===== config.mk =====
export PLATFORM = sky130hd
export DESIGN_NAME = tcw_ctrl
export DESIGN_NICKNAME = d
export VERILOG_FILES = /design/src/rtl/tcw_pkg.sv /design/src/rtl/tcw_ctrl.sv
export SDC_FILE = /design/constraint.sdc
export NUM_CORES = 1
export LEC_CHECK = 0
export BUFFER_PORTS_ARGS = -buffer_cell sky130_fd_sc_hd__buf_2
export CAP_MARGIN = 30
export CELL_PAD_IN_SITES_DETAIL_PLACEMENT = 2
export CELL_PAD_IN_SITES_GLOBAL_PLACEMENT = 2
export CORE_MARGIN = 1
export CORE_UTILIZATION = 16
export DETAILED_ROUTE_END_ITERATION = 6
export PLACE_DENSITY_LB_ADDON = 0.1
export SYNTH_ARGS = -nofsm -noshare
export SYNTH_HDL_FRONTEND = slang
export SYNTH_SLANG_ARGS = --single-unit

===== constraint.sdc =====
create_clock -name clk -period 1.1 [get_ports clk]
set_input_delay 0.165 -clock clk [delete_from_list [all_inputs] [get_ports clk]]
set_output_delay 0.165 -clock clk [all_outputs]
set_load 0.05 [all_outputs]

===== src/rtl/tcw_pkg.sv =====
package tcw_pkg;

	// Screen geometry
	localparam int COLUMNS    = 80;
	localparam int ROWS       = 25;
	localparam int CELL_COUNT = ROWS * COLUMNS;
	localparam int COPY_END   = (ROWS - 1) * COLUMNS;

	localparam int ADDR_W  = $clog2(CELL_COUNT);
	localparam int ROW_W   = $clog2(ROWS);
	localparam int COL_W   = $clog2(COLUMNS + 1);
	localparam int CELL_W  = 16;
	localparam int CHAR_W  = 8;
	localparam int INDEX_W = 11;
	localparam int COLOUR_W = 4;
	localparam int COUNT_W = 32;
	localparam int CFG_INDEX_W = 2;

	localparam logic [CHAR_W-1:0] NEWLINE_CODE = 8'd10;

	localparam logic ACTION_PUT  = 1'b0;
	localparam logic ACTION_READ = 1'b1;

	// Configuration register indexes
	localparam logic [CFG_INDEX_W-1:0] REG_FOREGROUND = 2'd0;
	localparam logic [CFG_INDEX_W-1:0] REG_BACKGROUND = 2'd1;

	localparam logic [COLOUR_W-1:0] FOREGROUND_RESET = 4'hF;
	localparam logic [COLOUR_W-1:0] BACKGROUND_RESET = 4'h0;

	typedef struct packed {
		logic                 action;
		logic [CHAR_W-1:0]    char_code;
		logic [INDEX_W-1:0]   cell_index;
	} tcw_req_t;

	typedef struct packed {
		logic [CELL_W-1:0]  cell_word;
		logic [4:0]         cursor_row;
		logic [6:0]         cursor_column;
		logic [COUNT_W-1:0] chars_written;
	} tcw_rsp_t;

	// Controller to datapath
	typedef struct packed {
		logic clear_step;
		logic capture;
		logic read_issue;
		logic read_take;
		logic line_advance;
		logic col_zero;
		logic count;
		logic sweep_step;
		logic put_write;
		logic rsp_load;
	} tcw_cmd_t;

	// Datapath to controller
	typedef struct packed {
		logic ptr_last;
		logic is_read;
		logic is_newline;
		logic col_full;
		logic row_bottom;
		logic rsp_free;
	} tcw_status_t;

endpackage


===== src/rtl/tcw_ctrl.sv =====
module tcw_ctrl (
	input  logic                 clk,
	input  logic                 arst_n,
	input  logic                 req_valid,
	output logic                 req_ready,
	input  tcw_pkg::tcw_status_t st,
	output tcw_pkg::tcw_cmd_t    cmd
);

	typedef enum logic [2:0] {
		S_CLEAR,
		S_IDLE,
		S_EXEC,
		S_READ_WAIT,
		S_SCROLL,
		S_DRAIN,
		S_PUT,
		S_FINISH
	} state_t;

	state_t state_q;
	state_t state_d;

	always_comb begin
		state_d   = state_q;
		cmd       = '0;
		req_ready = 1'b0;
		unique case (state_q)
			S_CLEAR: begin
				cmd.clear_step = 1'b1;
				if (st.ptr_last) begin
					state_d = S_IDLE;
				end
			end
			S_IDLE: begin
				req_ready = 1'b1;
				if (req_valid) begin
					cmd.capture = 1'b1;
					state_d     = S_EXEC;
				end
			end
			S_EXEC: begin
				if (st.is_read) begin
					cmd.read_issue = 1'b1;
					state_d        = S_READ_WAIT;
				end else if (st.is_newline) begin
					cmd.count = 1'b1;
					if (st.row_bottom) begin
						cmd.col_zero = 1'b1;
						state_d      = S_SCROLL;
					end else begin
						cmd.line_advance = 1'b1;
						state_d          = S_FINISH;
					end
				end else begin
					cmd.count = 1'b1;
					if (st.col_full && st.row_bottom) begin
						cmd.col_zero = 1'b1;
						state_d      = S_SCROLL;
					end else if (st.col_full) begin
						cmd.line_advance = 1'b1;
						state_d          = S_PUT;
					end else begin
						state_d = S_PUT;
					end
				end
			end
			S_READ_WAIT: begin
				cmd.read_take = 1'b1;
				state_d       = S_FINISH;
			end
			S_SCROLL: begin
				cmd.sweep_step = 1'b1;
				if (st.ptr_last) begin
					state_d = S_DRAIN;
				end
			end
			S_DRAIN: begin
				state_d = st.is_newline ? S_FINISH : S_PUT;
			end
			S_PUT: begin
				cmd.put_write = 1'b1;
				state_d       = S_FINISH;
			end
			S_FINISH: begin
				if (st.rsp_free) begin
					cmd.rsp_load = 1'b1;
					state_d      = S_IDLE;
				end
			end
			default: begin
				state_d = S_IDLE;
			end
		endcase
	end

	always_ff @(posedge clk or negedge arst_n) begin
		if (!arst_n) begin
			state_q <= S_CLEAR;
		end else begin
			state_q <= state_d;
		end
	end

	// A read never starts a scroll or a cell write
	a_read_no_write: assert property (@(posedge clk) disable iff (!arst_n)
		(state_q == S_EXEC && st.is_read) |-> !cmd.count && !cmd.col_zero && !cmd.line_advance)
		else $error("read item changed cursor state");

	// After a full sweep the drain cycle follows
	a_sweep_drain: assert property (@(posedge clk) disable iff (!arst_n)
		(state_q == S_SCROLL && st.ptr_last) |=> state_q == S_DRAIN)
		else $error("scroll sweep did not drain");

endmodule


==> results.sh, run 1 <==
export IMPL_initial_utilization=0.179
export IMPL_setup_ws_ns=-0.599
export IMPL_worstPathArrival_ns=1.53
export IMPL_floorplan_die_area_sq_um=1910
export IMPL_power_mw=1.93
export IMPL_net_switching_power_mw=0.886
export IMPL_grt_setup_unrepaired="true"
export IMPL_netlist_top_cells_count="nor2_1 (4), nor3_1 (4), and3b_1 (3), dfrtp_1 (3)"
export IMPL_post_synth_arst_share=1.00
export IMPL_drive_gt1_frac=0.789
export IMPL_max_vdd_ir_drop_v=0.00115
export IMPL_layout_worst_path_cycle_share=1.54
export IMPL_clk_network_pwr_share=0.096
export IMPL_drc_errors=3
export IMPL_layout_core_utilization=0.509
export IMPL_hold_ws_ns=0.274
export IMPL_reg2reg_from="state_q[0]"
export IMPL_outcome="finished with violations"
export IMPL_gp_congestion=0.763
export IMPL_cp_cell_sequence="or4b_4, nor3_4, buf_6"
export IMPL_antenna_cells_inserted=0
export IMPL_synth_seq_area_share=0.269
export IMPL_seq_power_share=0.100
export IMPL_layout_cells_non_filler=92
export IMPL_grt_util_all_layers=0.162
export IMPL_timing_reg2reg_setup_slack_ns=-0.43
export IMPL_cts_htree_levels=1
export IMPL_rows=14
export IMPL_gr_usage_met3=0
export IMPL_area_delta_synth_final_pct=184
export IMPL_grt_met1_usage=0.165
export IMPL_antenna_left=0
export IMPL_detailed_place_hpwl_um=830
export IMPL_timing_final_crit_period_ns=1.70
export IMPL_setup_violations_final=14
export IMPL_core_area_sq_um=1560
export IMPL_placed_cell_count=73
export IMPL_setup_worst_path_class="register to output port"
export IMPL_synth_area_top_cells="dfrtp_1 (27%), and3b_1 (9.4%), nor3_1 (7.2%)"
export IMPL_cp_start_kind="register"
export IMPL_synthCells=36
export IMPL_total_leakage_power_nw=0.376
export IMPL_critPathBufInv=1
export IMPL_netlist_top_cell_by_area="dfrtp_1"
export IMPL_ys_dominant_reg_cell="dfrtp_1"
export IMPL_path_max_fanout=4
export IMPL_maximum_frequency_from_static_timing_analysis_mhz=589
export IMPL_syn_nets=45
export IMPL_cpLargestDelayFamily="simple AND/OR/NAND/NOR gates"
export IMPL_powerDensity_nw_per_um2=2440
export IMPL_tritoncts="done"
export IMPL_p_sw_frac=0.458
export IMPL_critPathRequiredTime_ns=0.94
export IMPL_drt_vias_per_instance=4.75
export IMPL_layout_cell_area_non_filler_sq_um=793
export IMPL_average_instance_area_after_synthesis_sq_um=7.75
export IMPL_reg_top3="state_q x3"
export IMPL_critical_path_max_stage_delay_ns=0.57
export IMPL_intPower_mw=1.05
export IMPL_timing_max_transition_violations_final=0
export IMPL_dp_worst_setup_slack_ns=-0.449
export IMPL_root_buffer="clkbuf_4"
export IMPL_critical_path_slowest_cell="or4b_4"
export IMPL_synth_edff_count=0
export IMPL_synth_top_area_share=0.269
export IMPL_max_cap_violations=0
export IMPL_vias_in_the_first_global_route=483
export IMPL_timing_hold_worst_class="input port to async pin"
export IMPL_ys_warn_count=0
export IMPL_grt_start_max_net_pins=11
export IMPL_die_height_um=43.8
export IMPL_number_of_antenna_violations_at_the_first_check_in_global_routing=0
export IMPL_portBuffers=19
export IMPL_clk_insertion_delay_late_ns=0.22
export IMPL_place_area_sq_um=485
export IMPL_largest_reg_flops=3
export IMPL_layout_nets=86
export IMPL_numClockSinks=3
export IMPL_initialDrtViolationCount=3
export IMPL_failed_checks="DRC, setup timing"
export IMPL_clk_pin_slew_ns=0.04
export IMPL_fin_setup_tns_ns=-4.65
export IMPL_largest_register="state_q"
export IMPL_die_w_um=43.8
export IMPL_fin_skew_ns=0.00103
export IMPL_worst_slew_margin=0.538
export IMPL_dr_pass1_iters=5
export IMPL_post_synth_num_cell_types=22
export IMPL_synth_cell_area_sq_um=279
export IMPL_r2r_cell_count=5
export IMPL_num_io_pins=20
export IMPL_combPwrFrac=0.804
export IMPL_setup_worst_path_start="state_q[0]"
export IMPL_worst_setup_path_end_kind="output port"
export IMPL_grt_ovfl_total=0
export IMPL_grtUsageMet2=0.343
export IMPL_first_pass_grt_wire_length_mm=2.22
export IMPL_regToRegEndpoint="state_q[0]"
export IMPL_gr_max_usage_layer="met2"
export IMPL_finalHoldViolations=0
export IMPL_vias=437
export IMPL_clock_path_buffers=2
export IMPL_post_synthesis_sequential_element_count=3
export IMPL_wirelength_mm=1.42
export IMPL_cts_inserted_buffers=3
export IMPL_tightest_slew_ns=0.685
export IMPL_route_detailed_wl_per_inst_um=15.5
-- area by class of cell --
class	count	area (sq um)
Multi-Input combinational cell	28	298
Tap cell	16	20.0
Sequential cell	3	75.1
Fill cell	166	766
Timing Repair Buffer	39	367
Inverter	2	7.51
Clock buffer	4	26.3
-- power by group through the flow --
stage / combinational, mW / clock (mW) / sequential, mW
floorplan: 0.725 / 0 / 0.206
global placement: 0.917 / 0 / 0.183
detailed placement: 0.947 / 0 / 0.185
CTS: 1.43 / 0.195 / 0.190
global route: 1.64 / 0.208 / 0.197
finish: 1.56 / 0.186 / 0.193
-- routing by layer --
layer  share of wire  vias up
met5               0        -
met2            0.61       12
met3           0.023        0
li1                -      212
met1            0.37      213
met4               0        0
-- worst register-to-register path: stages (launching register included) --
cell	delay, ns
dfrtp_1	0.37
or4b_4	0.57
buf_4	0.16
buf_6	0.11
a21oi_4	0.10
o21ai_1	0.08
-- placed cells by master, fill, tap and decap left out, types with 2 or more instances in the layout --
| master | instances |
|---|---|
| and3b_2 | 2 |
| buf_2 | 8 |
| buf_4 | 13 |
| buf_6 | 11 |
| buf_8 | 5 |
| clkbuf_4 | 3 |
| dfrtp_1 | 3 |
| nor2_1 | 2 |
| nor3_4 | 3 |
| nor3b_4 | 2 |
| o21ai_1 | 2 |
-- worst max path at each step --
stage | to | slack [ns] | cells after the start
floorplan | cmd[5] | -0.51 | 2
global placement | cmd[5] | -0.44 | 3
detailed placement | cmd[5] | -0.45 | 3
CTS | cmd[5] | -0.61 | 3
global route | cmd[5] | -0.65 | 3
finish | cmd[5] | -0.60 | 3
-- logic make-up (layout without fill, tap and decap cells) --
| family | count (synthesis) | after routing | synth area share |
|---|---|---|---|
| buf+inv | 5 | 45 | 0.0762 |
| compound gates | 7 | 7 | 0.161 |
| simple gates | 21 | 21 | 0.493 |
| flops | 3 | 3 | 0.269 |
-- timing repair --
action	4_1_cts	5_1_grt
resized for setup	35	12
hold endpoints to repair	3	0
setup buffers	9	8
setup endpoints to repair	14	14
pin swaps	7	6
hold buffers	1	0
Note: power is estimated with default switching activity, not from simulation.
==> run 2: changes to the inputs <==
ABC_AREA = 1   (was default)
CORE_UTILIZATION = 19   (was 16)
clock period = 1.75 ns   (was 1.1 ns; I/O delays follow)
==> run 2 against run 1 <==
The run now ends clean. Setup slack improved by 0.70 ns. Sequential share of layout area up 5.1 points. Clock power down 36%. Critical path type unchanged. Largest cell class is now multi-input combinational cells.
==> results.sh, run 2 <==
export IMPL_outcome="complete, no violations"
export IMPL_vias=436
export IMPL_layout_worst_path_cycle_share=0.940
export IMPL_fin_skew_ns=0.000823
export IMPL_wl_met1_um=533
export IMPL_drive_gt1_frac=0.476
export IMPL_synth_xor_area_frac=0
export IMPL_power_mw=1.10
export IMPL_fin_setup_tns_ns=0
export IMPL_area_delta_synth_final_pct=45.9
export IMPL_core_area_sq_um=1760
export IMPL_post_synth_num_cell_types=17
export IMPL_synth_top_family_by_area="simple AND/OR/NAND/NOR gates"
export IMPL_powerDensity_nw_per_um2=2060
export IMPL_p_sw_frac=0.625
export IMPL_reg_top3="state_q x3"
export IMPL_maximum_frequency_from_static_timing_analysis_mhz=608
export IMPL_first_pass_grt_wire_length_mm=1.68
export IMPL_timing_final_crit_period_ns=1.65
export IMPL_dr_wl_met2_um=532
export IMPL_cts_inserted_buffers=3
export IMPL_critPathRequiredTime_ns=1.49
export IMPL_ys_warn_count=0
export IMPL_seq_power_share=0.188
export IMPL_synth_compound_gate_area_share=0.0788
export IMPL_cp_start_kind="register"
export IMPL_clk_pin_slew_ns=0.04
export IMPL_clk_insertion_delay_late_ns=0.23
export IMPL_gp_congestion=0.700
export IMPL_vias_in_the_first_global_route=398
export IMPL_route_detailed_wl_per_inst_um=10.2
export IMPL_root_buffer="clkbuf_4"
export IMPL_yosysMostFrequentCell="nand2_1"
export IMPL_top_signal_layer_used="met3"
export IMPL_layout_nets=94
export IMPL_synth_edff_count=0
export IMPL_intPower_mw=0.411
export IMPL_initialDrtViolationCount=2
export IMPL_synth_cell_area_sq_um=365
export IMPL_number_of_antenna_violations_at_the_first_check_in_global_routing=0
export IMPL_ys_dominant_reg_cell="dfrtp_1"
export IMPL_reg2reg_from="state_q[2]"
export IMPL_layout_core_utilization=0.302
export IMPL_setup_worst_path_class="register to output port"
export IMPL_rows=15
export IMPL_setup_violations_final=0
export IMPL_netlist_top_cells_count="nand2_1 (11), inv_1 (10), nor2_1 (9)"
export IMPL_grt_ovfl_total=0
export IMPL_cts_htree_levels=1
export IMPL_num_io_pins=20
export IMPL_max_vdd_ir_drop_v=0.000674
export IMPL_timing_hold_worst_class="input port to async pin"
export IMPL_dr_pass1_iters=2
export IMPL_total_leakage_power_nw=0.331
export IMPL_wirelength_mm=1.11
export IMPL_detailed_place_hpwl_um=932
export IMPL_synth_area_top_cells="dfrtp_1 (21%), nand2_1 (11%), inv_1 (10%)"
export IMPL_initial_utilization=0.207
export IMPL_muxShareOfSynthArea=0
export IMPL_timing_reg2reg_setup_slack_ns=0.45
export IMPL_numClockSinks=3
export IMPL_tightest_slew_ns=0.371
export IMPL_antenna_cells_inserted=0
export IMPL_die_w_um=45.9
export IMPL_r2r_cell_count=6
export IMPL_length_of_routed_met3_wiring_um=47
export IMPL_portBuffers=19
export IMPL_worst_slew_margin=0.753
export IMPL_setup_ws_ns=0.104
export IMPL_antenna_left=0
export IMPL_grt_util_all_layers=0.117
export IMPL_place_area_sq_um=474
export IMPL_drc_errors=0
export IMPL_grt_setup_unrepaired="false"
export IMPL_drt_vias_per_instance=4.00
export IMPL_largest_reg_flops=3
export IMPL_clk_network_pwr_share=0.108
export IMPL_dp_worst_setup_slack_ns=0.219
export IMPL_layout_commonest_cell="buf_2"
export IMPL_layout_cell_area_non_filler_sq_um=533
export IMPL_synth_top_area_share=0.205
export IMPL_finalHoldViolations=0
export IMPL_path_max_fanout=7
export IMPL_synth_seq_area_share=0.205
export IMPL_grt_start_max_net_pins=9
export IMPL_clock_path_buffers=2
export IMPL_regToRegEndpoint="state_q[2]"
export IMPL_floorplan_die_area_sq_um=2100
export IMPL_max_cap_violations=0
export IMPL_post_synth_arst_share=1.00
export IMPL_worstPathArrival_ns=1.38
export IMPL_syn_nets=71
export IMPL_die_height_um=45.9
export IMPL_final_cell_mix="buf_2 (16), nand2_1 (11), inv_1 (10), nor2_1 (9), nand3_1 (6)"
export IMPL_timing_max_transition_violations_final=0
export IMPL_post_synthesis_sequential_element_count=3
export IMPL_net_switching_power_mw=0.686
export IMPL_worst_setup_path_end_kind="output port"
export IMPL_largest_register="state_q"
export IMPL_synthSimpleGateAreaFrac=0.510
export IMPL_synthCells=62
export IMPL_netlist_top_cell_by_area="dfrtp_1"
export IMPL_average_instance_area_after_synthesis_sq_um=5.89
export IMPL_adder_cell_fraction_of_synth_area=0
export IMPL_combPwrFrac=0.704
export IMPL_tritoncts="done"
==> run 2: cell types whose count changed in the layout (fill, tap and decap cells not counted), moves of 5 or more <==
cell     delta
buf_8       -5
nand3_1     +6
nor2_1      +7
inv_1       +9
nand2_1    +11
buf_2       +8
buf_6       -9
buf_4      -13
==> run 2: worst max-delay path by stage <==
stage	startpoint	end	slack (ns)	cells after the start
4_1_cts	state_q[0]	cmd[5]	0.01	6
6_report	state_q[0]	cmd[4]	0.10	6
5_1_grt	state_q[0]	cmd[5]	0.02	6
3_3_place_gp	state_q[0]	cmd[5]	0.27	6
3_5_place_dp	state_q[0]	cmd[5]	0.22	6
2_1_floorplan	state_q[0]	cmd[4]	0.04	5
==> run 2: layout make-up <==
type                            instances  area [sq um]
Clock buffer                            4          26.3
Fill cell                             245          1230
Inverter                               14          52.6
Multi-Input combinational cell         43           225
Sequential cell                         3          77.6
Tap cell                               25          31.3
Timing Repair Buffer                   20           120
==> run 2: cell families after synthesis <==
group           after synthesis
compound gates                5
buf+inv                      16
flops                         3
simple gates                 38
==> run 2: power by group through the flow <==
stage,logic (mW),clock network [mW],registers (mW)
after global placement,0.773,0,0.195
after CTS,0.777,0.125,0.198
after floorplan,0.698,0,0.137
after global routing,0.865,0.129,0.214
final,0.773,0.119,0.206
after detailed placement,0.769,0,0.200
==> run 2: per-stage QoR <==
step,hold WS (ns),instances
finish,0.353,109
global route,0.352,109
CTS,0.360,109
detailed placement,0.0606,104
global placement,0.0601,104
floorplan,-0.0331,62
==> run 2: what timing repair did <==
item | CTS | global route
buffers inserted | 0 | 0
hold buffers | 1 | 0
hold endpoints to repair | 3 | 0
setup endpoints to repair | 2 | 3
resized for setup | 2 | 6
==> run 2: worst max-delay path, stage by stage (launching register included) <==
cell and delay [ns]:
dfrtp_2 0.44, inv_2 0.11, nand2_2 0.09, nor2_4 0.11
nand2_2 0.08, nor2_1 0.13, buf_6 0.18
==> run 2: routing by layer <==
layer	GRT usage	up-vias
met1	0.160	190
met2	0.172	13
met5	0	-
li1	-	233
met3	0.0119	0
met4	0.0706	0
==> run 3: changes to the inputs <==
GPL_TIMING_DRIVEN = 0   (was default)
clock period = 1.65 ns   (was 1.75 ns; I/O delays follow)
==> run 3 against run 2 <==
Combinational power is 32% higher. Critical path depth unchanged. Final cell count up 3.7%. Highest routed layer unchanged.
==> results.sh, run 3 (synthesized netlist as in run 2, its figures left out) <==
export IMPL_outcome="complete, no violations"
export IMPL_finalHoldViolations=0
export IMPL_detailed_place_hpwl_um=935
export IMPL_grt_start_max_net_pins=9
export IMPL_core_area_sq_um=1760
export IMPL_dr_pass1_iters=2
export IMPL_drt_vias_per_instance=4.16
export IMPL_clk_insertion_delay_late_ns=0.23
export IMPL_max_vdd_ir_drop_v=0.000706
export IMPL_grt_setup_unrepaired="true"
export IMPL_cts_inserted_buffers=3
export IMPL_antenna_left=0
export IMPL_portBuffers=19
export IMPL_timing_max_transition_violations_final=0
export IMPL_drive_gt1_frac=0.500
export IMPL_fin_skew_ns=0.00421
export IMPL_largest_reg_flops=3
export IMPL_timing_reg2reg_setup_slack_ns=0.40
export IMPL_maximum_frequency_from_static_timing_analysis_mhz=620
export IMPL_numClockSinks=3
export IMPL_initial_utilization=0.207
export IMPL_reg2reg_from="state_q[2]"
export IMPL_hold_ws_ns=0.341
export IMPL_antenna_cells_inserted=0
export IMPL_clock_path_buffers=2
export IMPL_powerDensity_nw_per_um2=2200
export IMPL_regToRegEndpoint="state_q[2]"
export IMPL_placed_cell_count=106
export IMPL_area_delta_synth_final_pct=60.6
export IMPL_worst_setup_path_end_kind="output port"
export IMPL_root_buffer="clkbuf_4"
export IMPL_floorplan_die_area_sq_um=2100
export IMPL_terminating_pin_of_the_worst_hold_path="state_q[1]"
export IMPL_power_mw=1.29
export IMPL_r2r_cell_count=7
export IMPL_path_max_fanout=4
export IMPL_cts_htree_levels=1
export IMPL_setup_worst_path_class="register to output port"
export IMPL_vias_in_the_first_global_route=478
export IMPL_worst_slew_margin=0.770
export IMPL_total_leakage_power_nw=0.366
export IMPL_drc_errors=0
export IMPL_gp_congestion=0.679
export IMPL_die_height_um=45.9
export IMPL_initialDrtViolationCount=4
export IMPL_cp_start_kind="register"
export IMPL_setup_violations_final=0
export IMPL_rows=15
export IMPL_layout_cells_non_filler=113
export IMPL_hold_start="st[0]"
export IMPL_worstPathArrival_ns=1.36
export IMPL_timing_hold_worst_class="input port to register"
export IMPL_place_area_sq_um=499
export IMPL_layout_commonest_cell="buf_2"
export IMPL_layout_core_utilization=0.333
export IMPL_grt_ovfl_total=0
export IMPL_reg_top3="state_q x3"
export IMPL_layout_cell_area_non_filler_sq_um=587
export IMPL_layout_worst_path_cycle_share=0.977
export IMPL_die_w_um=45.9
export IMPL_num_io_pins=20
export IMPL_grt_util_all_layers=0.128
export IMPL_first_pass_grt_wire_length_mm=1.93
export IMPL_route_detailed_wl_per_inst_um=10.3
export IMPL_timing_final_crit_period_ns=1.61
export IMPL_largest_register="state_q"
export IMPL_vias=470
export IMPL_clk_pin_slew_ns=0.04
export IMPL_final_cell_mix="buf_2 (16), nand2_1 (11), inv_1 (10), nor2_1 (8), nand3_1 (6)"
export IMPL_tritoncts="done"
export IMPL_hold_path_depth=4
export IMPL_number_of_antenna_violations_at_the_first_check_in_global_routing=0
export IMPL_tightest_slew_ns=0.342
export IMPL_wirelength_mm=1.17
export IMPL_layout_nets=98
export IMPL_max_cap_violations=0
export IMPL_critPathRequiredTime_ns=1.40
-- run 3: repair_timing --
| item | in CTS | in global routing |
|---|---|---|
| cloned | 0 | 0 |
| buffers inserted | 1 | 1 |
| hold buffers | 1 | 0 |
| pin swaps | 0 | 2 |
| hold endpoints to repair | 3 | 0 |
| endpoints found under the setup margin | 3 | 4 |
| gates resized for setup | 4 | 7 |
-- run 3: area by class of cell --
type                            count  area, sq um
Clock buffer                        4         26.3
Inverter                           14         55.1
Buffer                              2         22.5
Sequential cell                     3         76.3
Timing Repair Buffer               22          131
Fill cell                         237         1180
Multi-Input combinational cell     43          244
Tap cell                           25         31.3
-- run 3: metal layers --
layer | vias to the layer above | share of wire | track usage | wire length [um]
li1 | 240 | - | - | -
met5 | - | 0 | 0 | 0
met4 | 0 | 0 | 0.0353 | 0
met2 | 16 | 0.51 | 0.206 | 589
met3 | 0 | 0.048 | 0.0357 | 56
met1 | 214 | 0.45 | 0.165 | 519
-- run 3: metrics by stage --
stage,worst slack (ns),setup TNS (ns)
3_5_place_dp,0.121,0
2_1_floorplan,-0.0115,-0.0115
5_1_grt,-0.0378,-0.0378
6_report,0.0380,0
3_3_place_gp,0.118,0
4_1_cts,0.0239,0
-- run 3: power by group --
part / internal, mW / switching, mW
Sequential: 0.118 / 0.0260
Combinational: 0.315 / 0.701
Clock: 0.0907 / 0.0389
Total: 0.524 / 0.766
-- run 3: worst max path at each step --
stage                     slack (ns)       start      to  cells past startpoint
after floorplan                -0.01  state_q[0]  cmd[5]                      5
after global placement          0.12  state_q[0]  cmd[5]                      6
after detailed placement        0.12  state_q[0]  cmd[5]                      6
after CTS                       0.02  state_q[0]  cmd[5]                      6
after global routing           -0.04  state_q[0]  cmd[5]                      6
final                           0.04  state_q[0]  cmd[5]                      6
-- run 3: worst max-delay path, stage by stage, from the launching register on --
cell	delay (ns)
dfrtp_2	0.42
inv_4	0.08
nand2_4	0.06
nor2_4	0.13
nand2_4	0.08
nor3_4	0.18
buf_6	0.18
